`src/sv/sm3e_pkg.sv`:
```
// sm3e_pkg: shared types, constants and helper functions of the sm3 hash engine
`timescale 1ns / 1ps

package sm3e_pkg;

  typedef logic [31:0] word_t;
  typedef word_t [7:0] regs_t;
  typedef word_t [15:0] window_t;

  // control for one compression round
  typedef struct packed {
    logic  high_half;
    word_t tj;
  } rnd_ctl_t;

  localparam word_t T_LOW   = 32'h79cc4519;
  localparam word_t T_HIGH  = 32'h7a879d8a;
  localparam word_t PAD_TOP = 32'h80000000;

  localparam regs_t SM3_IV = {
    32'hb0fb0e4e, 32'he38dee4d, 32'h163138aa, 32'ha96f30bc,
    32'hda8a0600, 32'h172442d7, 32'h4914b2b9, 32'h7380166f
  };

  function automatic word_t rol32(word_t x, logic [4:0] n);
    return (x << n) | (x >> (6'd32 - {1'b0, n}));
  endfunction

  function automatic word_t perm0(word_t x);
    return x ^ rol32(x, 5'd9) ^ rol32(x, 5'd17);
  endfunction

  function automatic word_t perm1(word_t x);
    return x ^ rol32(x, 5'd15) ^ rol32(x, 5'd23);
  endfunction

endpackage

```
`src/sv/sm3_hash_engine_top.sv`:
```
// sm3_hash_engine_top: sm3 digest engine with byte packing, padding and iterative rounds
`timescale 1ns / 1ps

// Message words arrive most significant byte first, valid_bytes of them
// counting (zero adds nothing, above four counts as four). A word that fits
// in the current 32-bit block slot is packed in its acceptance cycle, so
// aligned words go at one beat per cycle while no block is compressed; a
// word that straddles a slot has its remaining bytes packed in ST_TAKE.
// Each time 64 bytes are gathered the engine runs the compression: 64 rounds
// at one round per cycle through the single shared round unit, with the
// schedule expanded on the fly in a 16-word sliding window, then ST_FOLD
// folds into the chaining value and ST_TAKE resumes packing. A final beat
// adds the padding: ST_PADB writes the 0x80 byte, ST_PADF the zero or length
// words still to fill (up to sixteen), then one or two more compressions run,
// and the eight digest words come out, index 0 first, one per accepted beat
// with last_digest on index 7. No input beat is taken while a straddling word
// is packed, padding is added, a block is compressed or the digest is out;
// after the last digest beat the engine is back at the initial value ready for a new message.

module sm3_hash_engine_top (
  input  logic        clk,
  input  logic        rst,
  input  logic        data_valid,
  output logic        data_stall,
  input  logic [31:0] data_word,
  input  logic [2:0]  valid_bytes,
  input  logic        first_word,
  input  logic        final_word,
  output logic        digest_valid,
  input  logic        digest_stall,
  output logic [31:0] digest_word,
  output logic [2:0]  digest_index,
  output logic        last_digest
);
  import sm3e_pkg::*;

  typedef enum logic [6:0] {
    ST_IDLE  = 7'b0000001,
    ST_TAKE  = 7'b0000010,
    ST_ROUND = 7'b0000100,
    ST_FOLD  = 7'b0001000,
    ST_PADB  = 7'b0010000,
    ST_PADF  = 7'b0100000,
    ST_OUTP  = 7'b1000000
  } state_t;

  state_t     state;
  state_t     take_state;
  regs_t      chain;
  regs_t      regs;
  regs_t      regs_next;
  window_t    win;
  window_t    win_next;
  word_t      tj;
  logic [5:0] round;
  logic [63:0] bit_length;
  logic       pad;         // padding in progress
  logic       two_blk;     // padding spills into a second block
  logic [4:0] pfill;       // next block word to fill during padding
  logic [2:0] idx;
  word_t      held_data;   // bytes still to pack, next byte on top
  logic [2:0] held_rem;
  logic       fin;
  rnd_ctl_t   ctl;

  // packing datapath
  logic        accept;
  word_t       cur_data;
  logic [2:0]  cur_rem;
  logic        fin_src;
  logic [63:0] len_eff;
  logic [1:0]  lane;
  logic [2:0]  room;
  logic [2:0]  take;
  logic [2:0]  lane_end;
  word_t       keep_mask;
  word_t       ins_mask;
  word_t       old_word;
  word_t       take_word;
  word_t       pad_word;
  logic [63:0] len_new;
  word_t       data_left;
  logic [2:0]  rem_left;
  logic        wrap;

  // block buffer write port
  logic        buf_we;
  logic [3:0]  buf_idx;
  word_t       buf_wdata;

  assign accept     = data_valid && (state == ST_IDLE);
  assign data_stall = (state != ST_IDLE);

  always_comb begin
    if (state == ST_IDLE) begin
      cur_data = data_word;
      cur_rem  = (valid_bytes > 3'd4) ? 3'd4 : valid_bytes;
      fin_src  = final_word;
    end else begin
      cur_data = held_data;
      cur_rem  = held_rem;
      fin_src  = fin;
    end
    // a start beat counts from an empty message
    len_eff   = (state == ST_IDLE && first_word) ? 64'd0 : bit_length;
    lane      = len_eff[4:3];
    room      = 3'd4 - {1'b0, lane};
    take      = (cur_rem < room) ? cur_rem : room;
    lane_end  = {1'b0, lane} + take;
    keep_mask = ~(32'hffffffff >> {lane, 3'b000});
    ins_mask  = (32'hffffffff >> {lane, 3'b000}) & ~(32'hffffffff >> {lane_end, 3'b000});
    old_word  = win[len_eff[8:5]];
    // lanes above the new bytes are cleared so stale words never leak
    take_word = (old_word & keep_mask) | ((cur_data >> {lane, 3'b000}) & ins_mask);
    pad_word  = (old_word & keep_mask) | (PAD_TOP >> {lane, 3'b000});
    len_new   = len_eff + {58'd0, take, 3'b000};
    data_left = cur_data << {take, 3'b000};
    rem_left  = cur_rem - take;
    wrap      = (len_new[8:3] == 6'd0);

    if (cur_rem == 3'd0) begin
      take_state = fin_src ? ST_PADB : ST_IDLE;
    end else if (wrap) begin
      take_state = ST_ROUND;
    end else if (rem_left != 3'd0) begin
      take_state = ST_TAKE;
    end else begin
      take_state = fin_src ? ST_PADB : ST_IDLE;
    end
  end

  always_comb begin
    buf_we    = 1'b0;
    buf_idx   = len_eff[8:5];
    buf_wdata = take_word;
    unique case (state)
      ST_IDLE: buf_we = accept && (cur_rem != 3'd0);
      ST_TAKE: buf_we = (cur_rem != 3'd0);
      ST_PADB: begin
        buf_we    = 1'b1;
        buf_wdata = pad_word;
      end
      ST_PADF: begin
        buf_we  = !pfill[4];
        buf_idx = pfill[3:0];
        if (!two_blk && pfill[3:0] == 4'd14) begin
          buf_wdata = bit_length[63:32];
        end else if (!two_blk && pfill[3:0] == 4'd15) begin
          buf_wdata = bit_length[31:0];
        end else begin
          buf_wdata = '0;
        end
      end
      ST_ROUND, ST_FOLD, ST_OUTP: buf_we = 1'b0;
      default: buf_we = 1'b0;
    endcase
  end

  assign ctl.high_half = (round[5:4] != 2'd0);
  assign ctl.tj        = tj;

  sm3e_round u_round (
    .regs      (regs),
    .win       (win),
    .ctl       (ctl),
    .regs_next (regs_next),
    .win_next  (win_next)
  );

  // block buffer doubles as the schedule window while compressing
  always_ff @(posedge clk) begin
    if (state == ST_ROUND) begin
      win <= win_next;
    end else if (buf_we) begin
      win[buf_idx] <= buf_wdata;
    end
  end

  always_ff @(posedge clk) begin
    if (rst) begin
      state      <= ST_IDLE;
      chain      <= SM3_IV;
      regs       <= '0;
      tj         <= T_LOW;
      round      <= '0;
      bit_length <= '0;
      pad        <= 1'b0;
      two_blk    <= 1'b0;
      pfill      <= '0;
      idx        <= '0;
      held_data  <= '0;
      held_rem   <= '0;
      fin        <= 1'b0;
    end else begin
      // prime the round unit while not compressing
      if (state != ST_ROUND && state != ST_FOLD) begin
        regs  <= chain;
        tj    <= T_LOW;
        round <= '0;
      end
      unique case (state)
        ST_IDLE: begin
          if (accept) begin
            if (first_word) begin
              chain <= SM3_IV;
            end
            bit_length <= len_new;
            held_data  <= data_left;
            held_rem   <= rem_left;
            fin        <= fin_src;
            state      <= take_state;
          end
        end
        ST_TAKE: begin
          bit_length <= len_new;
          held_data  <= data_left;
          held_rem   <= rem_left;
          state      <= take_state;
        end
        ST_PADB: begin
          pad     <= 1'b1;
          two_blk <= (bit_length[8:3] >= 6'd56);
          pfill   <= {1'b0, bit_length[8:5]} + 5'd1;
          state   <= ST_PADF;
        end
        ST_PADF: begin
          if (pfill[4] || pfill[3:0] == 4'd15) begin
            state <= ST_ROUND;
          end else begin
            pfill <= pfill + 5'd1;
          end
        end
        ST_ROUND: begin
          regs  <= regs_next;
          round <= round + 6'd1;
          tj    <= (round == 6'd15) ? rol32(T_HIGH, 5'd16) : rol32(tj, 5'd1);
          if (round == 6'd63) begin
            state <= ST_FOLD;
          end
        end
        ST_FOLD: begin
          chain <= chain ^ regs;
          if (!pad) begin
            state <= ST_TAKE;
          end else if (two_blk) begin
            two_blk <= 1'b0;
            pfill   <= '0;
            state   <= ST_PADF;
          end else begin
            idx   <= '0;
            state <= ST_OUTP;
          end
        end
        ST_OUTP: begin
          if (!digest_stall) begin
            if (idx == 3'd7) begin
              chain      <= SM3_IV;
              bit_length <= '0;
              pad        <= 1'b0;
              fin        <= 1'b0;
              state      <= ST_IDLE;
            end else begin
              idx <= idx + 3'd1;
            end
          end
        end
        default: state <= ST_IDLE;
      endcase
    end
  end

  assign digest_valid = (state == ST_OUTP);
  assign digest_word  = chain[idx];
  assign digest_index = idx;
  assign last_digest  = (idx == 3'd7);

  // no input beat is taken while the digest is out
  a_digest_blocks_input : assert property (@(posedge clk) disable iff (rst)
    digest_valid |-> data_stall)
    else $error("input accepted during digest output");

  // a compression runs its rounds without a break
  a_rounds_contiguous : assert property (@(posedge clk) disable iff (rst)
    (state == ST_ROUND) && (round != 6'd63) |=> (state == ST_ROUND))
    else $error("compression rounds interrupted");

  // after the last digest beat the engine holds a fresh, empty message
  a_fresh_after_digest : assert property (@(posedge clk) disable iff (rst)
    digest_valid && !digest_stall && last_digest |=>
      !data_stall && (bit_length == 64'd0) && (chain == SM3_IV))
    else $error("engine not reinitialised after digest");

endmodule

```
`src/sv/sm3e_round.sv`:
```
// sm3e_round: one sm3 compression round and one message expansion step
`timescale 1ns / 1ps

module sm3e_round (
  input  sm3e_pkg::regs_t    regs,
  input  sm3e_pkg::window_t  win,
  input  sm3e_pkg::rnd_ctl_t ctl,
  output sm3e_pkg::regs_t    regs_next,
  output sm3e_pkg::window_t  win_next
);
  import sm3e_pkg::*;

  word_t a12, ss1, ss2, ff, gg, tt1, tt2, wn;

  always_comb begin
    a12 = rol32(regs[0], 5'd12);
    ss1 = rol32(a12 + regs[4] + ctl.tj, 5'd7);
    ss2 = ss1 ^ a12;
    if (ctl.high_half) begin
      ff = (regs[0] & regs[1]) | (regs[0] & regs[2]) | (regs[1] & regs[2]);
      gg = (regs[4] & regs[5]) | (~regs[4] & regs[6]);
    end else begin
      ff = regs[0] ^ regs[1] ^ regs[2];
      gg = regs[4] ^ regs[5] ^ regs[6];
    end
    tt1 = ff + regs[3] + ss2 + (win[0] ^ win[4]);
    tt2 = gg + regs[7] + ss1 + win[0];

    regs_next[0] = tt1;
    regs_next[1] = regs[0];
    regs_next[2] = rol32(regs[1], 5'd9);
    regs_next[3] = regs[2];
    regs_next[4] = perm0(tt2);
    regs_next[5] = regs[4];
    regs_next[6] = rol32(regs[5], 5'd19);
    regs_next[7] = regs[6];

    // w[j+16] from the sliding window w[j..j+15]
    wn = perm1(win[0] ^ win[7] ^ rol32(win[13], 5'd15)) ^ rol32(win[3], 5'd7) ^ win[10];
    win_next = {wn, win[15:1]};
  end

endmodule

```
`config.mk`:
```
export PLATFORM = sky130hd
export DESIGN_NAME = sm3_hash_engine_top
export DESIGN_NICKNAME = d
export VERILOG_FILES = /design/src/sv/sm3e_pkg.sv /design/src/sv/sm3_hash_engine_top.sv /design/src/sv/sm3e_round.sv
export SDC_FILE = /design/constraint.sdc
export NUM_CORES = 2
export LEC_CHECK = 0
export ABC_AREA = 1
export BUFFER_PORTS_ARGS = -buffer_cell sky130_fd_sc_hd__buf_2
export CORE_MARGIN = 2
export CORE_UTILIZATION = 60
export DETAILED_ROUTE_END_ITERATION = 12
export PLACE_DENSITY = 0.76
export SLEW_MARGIN = 40
export SYNTH_ARGS = -nofsm -noshare
export SYNTH_HDL_FRONTEND = slang
export SYNTH_SLANG_ARGS = --single-unit
```
`constraint.sdc`:
```
create_clock -name clk -period 7.9 [get_ports clk]
set_clock_uncertainty 0.2 [all_clocks]
set_input_delay 2.37 -clock clk [delete_from_list [all_inputs] [get_ports clk]]
set_output_delay 2.37 -clock clk [all_outputs]
set_load 0.01 [all_outputs]
```
Yosys cells after proc, flatten, opt, wreduce, memory -nomap -nowiden

Index checks and enable logic that the tools add are counted.

Register bits after elaboration: 1179
Output and inout bits: 38
Bits of input ports: 41
Word-level logic and storage cells: 243

$lt $le $gt $ge: 7
Reduce and logical (&&, ||, !) cells: 34
Bitwise operators: 42
Multiplexer cells: 70
Add/subtract/negate cells: 16
Shift operators: 5
Eq/ne operators: 26

Operators with widths:

| operator              | number |
|---|---|
| $mux 256              | 6 |
| $mux 512              | 2 |
| $pmux 256 s3          | 1 |
| $bwmux 512            | 1 |
| $xor 32x32->32        | 14 |
| $mux 32               | 12 |
| $add 32x32->32        | 8 |
| $and 32x32->32        | 8 |
| $mux 64               | 4 |
| $xor 256x256->256     | 1 |
| $pmux 64 s3           | 1 |
| $or 32x32->32         | 5 |
| $bmux 32 s4           | 1 |
| $demux 32 s4          | 1 |
| $pmux 32 s2           | 2 |
| $bmux 32 s3           | 1 |
| $not 32->32           | 3 |
| $add 64x6->64         | 1 |
| $or 32x15->32         | 2 |
| $or 32x7->32          | 2 |
| $or 32x9->32          | 2 |
| $shr 32x5->32 const A | 2 |
| $mux 7                | 7 |
| $pmux 7 s7            | 1 |
| other kinds (57)      | 112 |

Longest topological paths before layout

Depth after elaboration: 16
Depth in mapped cells: 34
Mapped depth without buffers: 34

Cells and area by module

From an unflattened synthesis, not the netlist that was laid out.

Cells, all modules: 11250
Area total of the unflattened synthesis: 81136.6 um^2

By module, submodules not included:

| module              | cells each | instances | seq. area each (um^2) | area an instance (um^2) |
|---|---|---|---|---|
| sm3_hash_engine_top | 8439       | 1         | 28667.5               | 61205.0 |
| sm3e_round          | 2811       | 1         | 0.0                   | 19931.6 |

Least setup slack after synthesis

Ideal clock, no wire load.

Path kind: input -> register
Start: input first_word
End: register win[174] (netlist name), data pin
Stages on the path: 25
Setup time: 0.254 ns
Setup slack: 1.039 ns
Data arrival time: 6.408 ns
Data required time: 7.446 ns
Buffers on the path: 4
Cells stage by stage: nand3_4 -> nand2_2 -> buf_4 -> buf_2 -> ha_1 -> inv_1 -> ha_1 -> nand2_1 -> o21bai_2 -> nand2_1 -> nand2_1 -> nand2_2 -> buf_4 -> ha_1 -> inv_1 -> fa_1 -> xor2_1 -> nand2_1 -> nand3_1 -> nor2_1 -> a21oi_1 -> nand2_1 -> buf_2 -> nand3_1 -> nand2_1

Word-level cells in the longest chain between the ends: 15
Elaborated cells between the ends (all ways): 29
Those cells by class: add/sub (2); order compare (3); shift (4); mux (11); bitwise (7); reduce/logical (2)

Ends and longest elaborated chain:

| item                           | RTL line                   | source |
|---|---|---|
| start: declaration             | sm3_hash_engine_top.sv:27  | `input logic first_word,` |
| $logic_and 1x1->1 *            | sm3_hash_engine_top.sv:105 | `len_eff = (state == ST_IDLE && first_word) ? 64'd0 : bit_length;` |
| $mux 64 *                      | sm3_hash_engine_top.sv:105 |  |
| $sub 3x2->3                    | sm3_hash_engine_top.sv:107 | `room = 3'd4 - {1'b0, lane};` |
| $lt 3x3->1                     | sm3_hash_engine_top.sv:108 | `take = (cur_rem < room) ? cur_rem : room;` |
| $mux 3                         | sm3_hash_engine_top.sv:108 |  |
| $add 2x3->3                    | sm3_hash_engine_top.sv:109 | `lane_end = {1'b0, lane} + take;` |
| $shr 32x6->32                  | sm3_hash_engine_top.sv:111 | `ins_mask = (32'hffffffff >> {lane, 3'b000}) & ~(32'hffffffff >> {lane_end, 3'b000});` |
| $not 32->32                    | sm3_hash_engine_top.sv:111 |  |
| $and 32x32->32                 | sm3_hash_engine_top.sv:111 |  |
| $and 32x32->32                 | sm3_hash_engine_top.sv:114 | `take_word = (old_word & keep_mask) \| ((cur_data >> {lane, 3'b000}) & ins_mask);` |
| $or 32x32->32                  | sm3_hash_engine_top.sv:114 |  |
| $pmux 32 s2                    | sm3_hash_engine_top.sv:136 | `unique case (state)` |
| $bwmux 512 *                   | sm3_hash_engine_top.sv:175 | `win[buf_idx] <= buf_wdata;` |
| $mux 512 *                     | sm3_hash_engine_top.sv:174 | `end else if (buf_we) begin` |
| $mux 512 *                     | sm3_hash_engine_top.sv:172 | `if (state == ST_ROUND) begin` |
| end signal: assignment         | sm3_hash_engine_top.sv:173 | `win <= win_next;` |
| end signal: indexed assignment | sm3_hash_engine_top.sv:175 |  |
| end: declaration               | sm3_hash_engine_top.sv:52  | `window_t win;` |

Mark *: on every way between the ends. The rest lies on a longest branch, timed or not. The select of a mux whose other input is x is not followed.
A chain may end at the register's enable or synchronous reset.

Worst setup path in the final report

Start: register regs[21] (netlist name)
End: register regs[137] (netlist name)

Word-level cells in the longest chain between the ends: 10
Elaborated cells between the ends (all ways): 11
Those cells by class: add/sub (4); mux (1); bitwise (6)

Ends and longest elaborated chain:

| item                           | RTL line                   | source |
|---|---|---|
| start: declaration             | sm3_hash_engine_top.sv:50  | `regs_t regs;` |
| start signal: assignment       | sm3_hash_engine_top.sv:197 | `regs <= chain;` |
| start signal: assignment       | sm3_hash_engine_top.sv:234 | `regs <= regs_next;` |
| $or 32x12->32 *                | sm3e_pkg.sv:26             | `return (x << n) \| (x >> (6'd32 - {1'b0, n}));` |
| $add 32x32->32 * (2 in series) | sm3e_round.sv:17           | `ss1 = rol32(a12 + regs[4] + ctl.tj, 5'd7);` |
| $or 32x7->32 *                 | sm3e_pkg.sv:26             |  |
| $add 32x32->32 * (2 in series) | sm3e_round.sv:27           | `tt2 = gg + regs[7] + ss1 + win[0];` |
| $or 32x9->32                   | sm3e_pkg.sv:26             |  |
| $xor 32x32->32                 | sm3e_pkg.sv:30             | `return x ^ rol32(x, 5'd9) ^ rol32(x, 5'd17);` |
| $xor 32x32->32 *               | sm3e_pkg.sv:30             |  |
| $mux 256 *                     | sm3_hash_engine_top.sv:201 | `unique case (state)` |

Mark *: on every way between the ends. The rest lies on a longest branch, timed or not.

==> results.json <==
{
  "status": "complete, no violations",
  "setup_violations": 0,
  "start_util_pct": 60.3,
  "rsz0062_at_grt": "false",
  "syn_nets": 10800,
  "cts_setup_buffers": 0,
  "htree_num_levels": 4,
  "cp_max_fo": 6,
  "drc": 0,
  "wl_per_cell_um": 26.5,
  "path_class": "flip-flop to flip-flop",
  "synth.avg_cell_area_um2": 7.20,
  "cts-root-buf": "clkbuf_16",
  "syn2layout_area_growth_pct": 8.19,
  "hold_path.class": "flip-flop to flip-flop",
  "yosysWarningCount": 0,
  "clkTransAtPathRegs_ns": 0.07,
  "wl_um": 319000,
  "yosys.area.top_type_share_pct": 20.4,
  "cts_tree": "built",
  "post_cts_resized": 0,
  "path_delay_family": "adder cells",
  "synth.cell_area_um2": 75500,
  "ys_ff_latch": 1176,
  "ios": 79,
  "final_nets": 10600,
  "drive_above_1_share_pct": 5.82,
  "cts.sinks": 1176,
  "grt_pass1_vias": 69500,
  "drv_slew": 0,
  "critPathLaunchType": "flip-flop",
  "fin_crit_ns": 7.24,
  "hpwl_um": 222000,
  "core-area_um2": 125000,
  "hold_buffers": 0,
  "seq_area_frac_synth_pct": 38.0,
  "drt_iter0_drc": 13000,
  "die_w_um": 359,
  "via_count": 76800,
  "numCtsBuffers": 133,
  "grtUsageTotal_pct": 48.6,
  "hold_viol_final": 0,
  "grt_antenna_before_repair": 15,
  "yosys.area.top_type": "edfxtp_1",
  "synth.area.top_cells": "edfxtp_1 20%, dfxtp_1 18%, nand2_1 14%",
  "slew_headroom_pct": 30.5,
  "cp_data_required_time_ns": 8.42,
  "ys_types": 60,
  "cts_buffer_depth": 3,
  "netlist_instances": 10500,
  "place_congestion": 1.08,
  "synthFlopType": "dfxtp_1",
  "synth_edf_count": 512,
  "max_slew.worst_pin.slew_ns": 1.04,
  "critPathSlowestCell": "dfxtp_1",
  "port_buffers": 78,
  "grt_remaining_overflow": 0,
  "arrival_ns": 7.77,
  "async_flop_share_pct": 0,
  "max_stage_delay_ns": 0.55,
  "finalCritPeriodShare_pct": 91.7,
  "tns_ns": 0,
  "die_y_um": 359,
  "postRouteAntennaNets": 0,
  "dr.pass1.iters": 9,
  "crit_path_end_kind": "flip-flop",
  "fmax_mhz": 138,
  "grt_max_degree": 211,
  "die-area_um2": 129000,
  "grt_pass1_wl_um": 459000,
  "maxCapViolCount": 0,
  "worst_skew_pair.late_latency_ns": 0.81,
  "mostFrequentLayoutCell": "nand2_1",
  "critPathBufInv": 3,
  "num_rows": 130,
  "final_cell_mix": "2896 x nand2_1, 1144 x inv_1, 1097 x nand3_1, 904 x o21ai_0, 725 x a21oi_1",
  "viasPerCell": 6.38
}
[synth_stat cells, types with 64 or more instances]
master and n:
nor2_1 448, inv_1 1148, xnor2_1 64, dfxtp_1 664, o21ai_0 906, nand3_1 1097, clkbuf_1 359, buf_2 145
ha_1 109, nand2_1 2901, nor3_1 198, a21oi_1 732, edfxtp_1 512, xor2_1 268, fa_1 190, o211ai_1 208
[per-layer routing]
metal	global-route usage, %	wire, um	vias to the layer above
li1	-	-	34100
met1	58.0	110000	35600
met2	71.2	134000	5678
met3	14.1	41200	1425
met4	43.0	34200	10
met5	0	59	-
[cell families (layout without fill, tap and decap cells)]
logic type	after synthesis	after routing	share of synthesized area, %
simple gates	4824	4824	26.9
compound gates	2073	2073	15.1
buf+inv	1773	1665	9.32
flops	1176	1176	38.0
xor+xnor	334	334	3.91
fa+ha+maj	299	299	6.84
mux	1	1	0.0133
other cells	0	8	0
[cell type report]
| cell class | count | area, um2 |
|---|---|---|
| diodes | 8 | 20.0 |
| well taps | 1650 | 2060 |
| clock inverters | 52 | 591 |
| repair buffers | 236 | 1860 |
| flip-flops and latches | 1176 | 28700 |
| fillers | 11000 | 43600 |
| inverters | 1190 | 4520 |
| clock buffers | 187 | 3800 |
| multi-input cells | 7531 | 40200 |
[worst min-delay path: cells and delay by family, from the launching register on]
family,cells,cell delay [ns]
AOI/OAI and AO/OA,1,0.06
buffers and inverters,1,0.06
DFF,1,0.30
[through the flow]
stage | instance area (um2) | setup WS (ns) | utilization, % | std cells | hold WS (ns)
2_1_floorplan | 75500 | 1.04 | - | 10500 | 0.225
3_3_place_gp | 76900 | 0.897 | 61.4 | 11800 | 0.239
3_5_place_dp | 77100 | 0.831 | 61.6 | 11800 | 0.251
4_1_cts | 81500 | 0.827 | 65.1 | 12000 | 0.259
5_1_grt | 81700 | 0.317 | 65.2 | 12000 | 0.273
6_report | 81700 | 0.657 | 65.2 | 12000 | 0.263
[flip-flops by register name (all words and copies together) (netlist names)]
name / count
two_blk: 1
held_rem: 3
chain: 256
state: 7
regs: 256
held_data: 32
win: 512
bit_length: 61
pad: 1
tj: 32
pfill: 5
digest_index: 3
fin: 1
round: 6
[final timing paths]
check             cells past startpoint  slack [ns]         from           to
setup / recovery                     25        0.66     regs[21]    regs[137]
setup reg to reg                     25        0.66     regs[21]    regs[137]
hold reg to reg                       2        0.26  held_rem[1]  held_rem[1]
hold / removal                        2        0.26  held_rem[1]  held_rem[1]
Power is not shown: default switching activity piles up to over one toggle a cycle in this logic, so the estimate is an artifact.
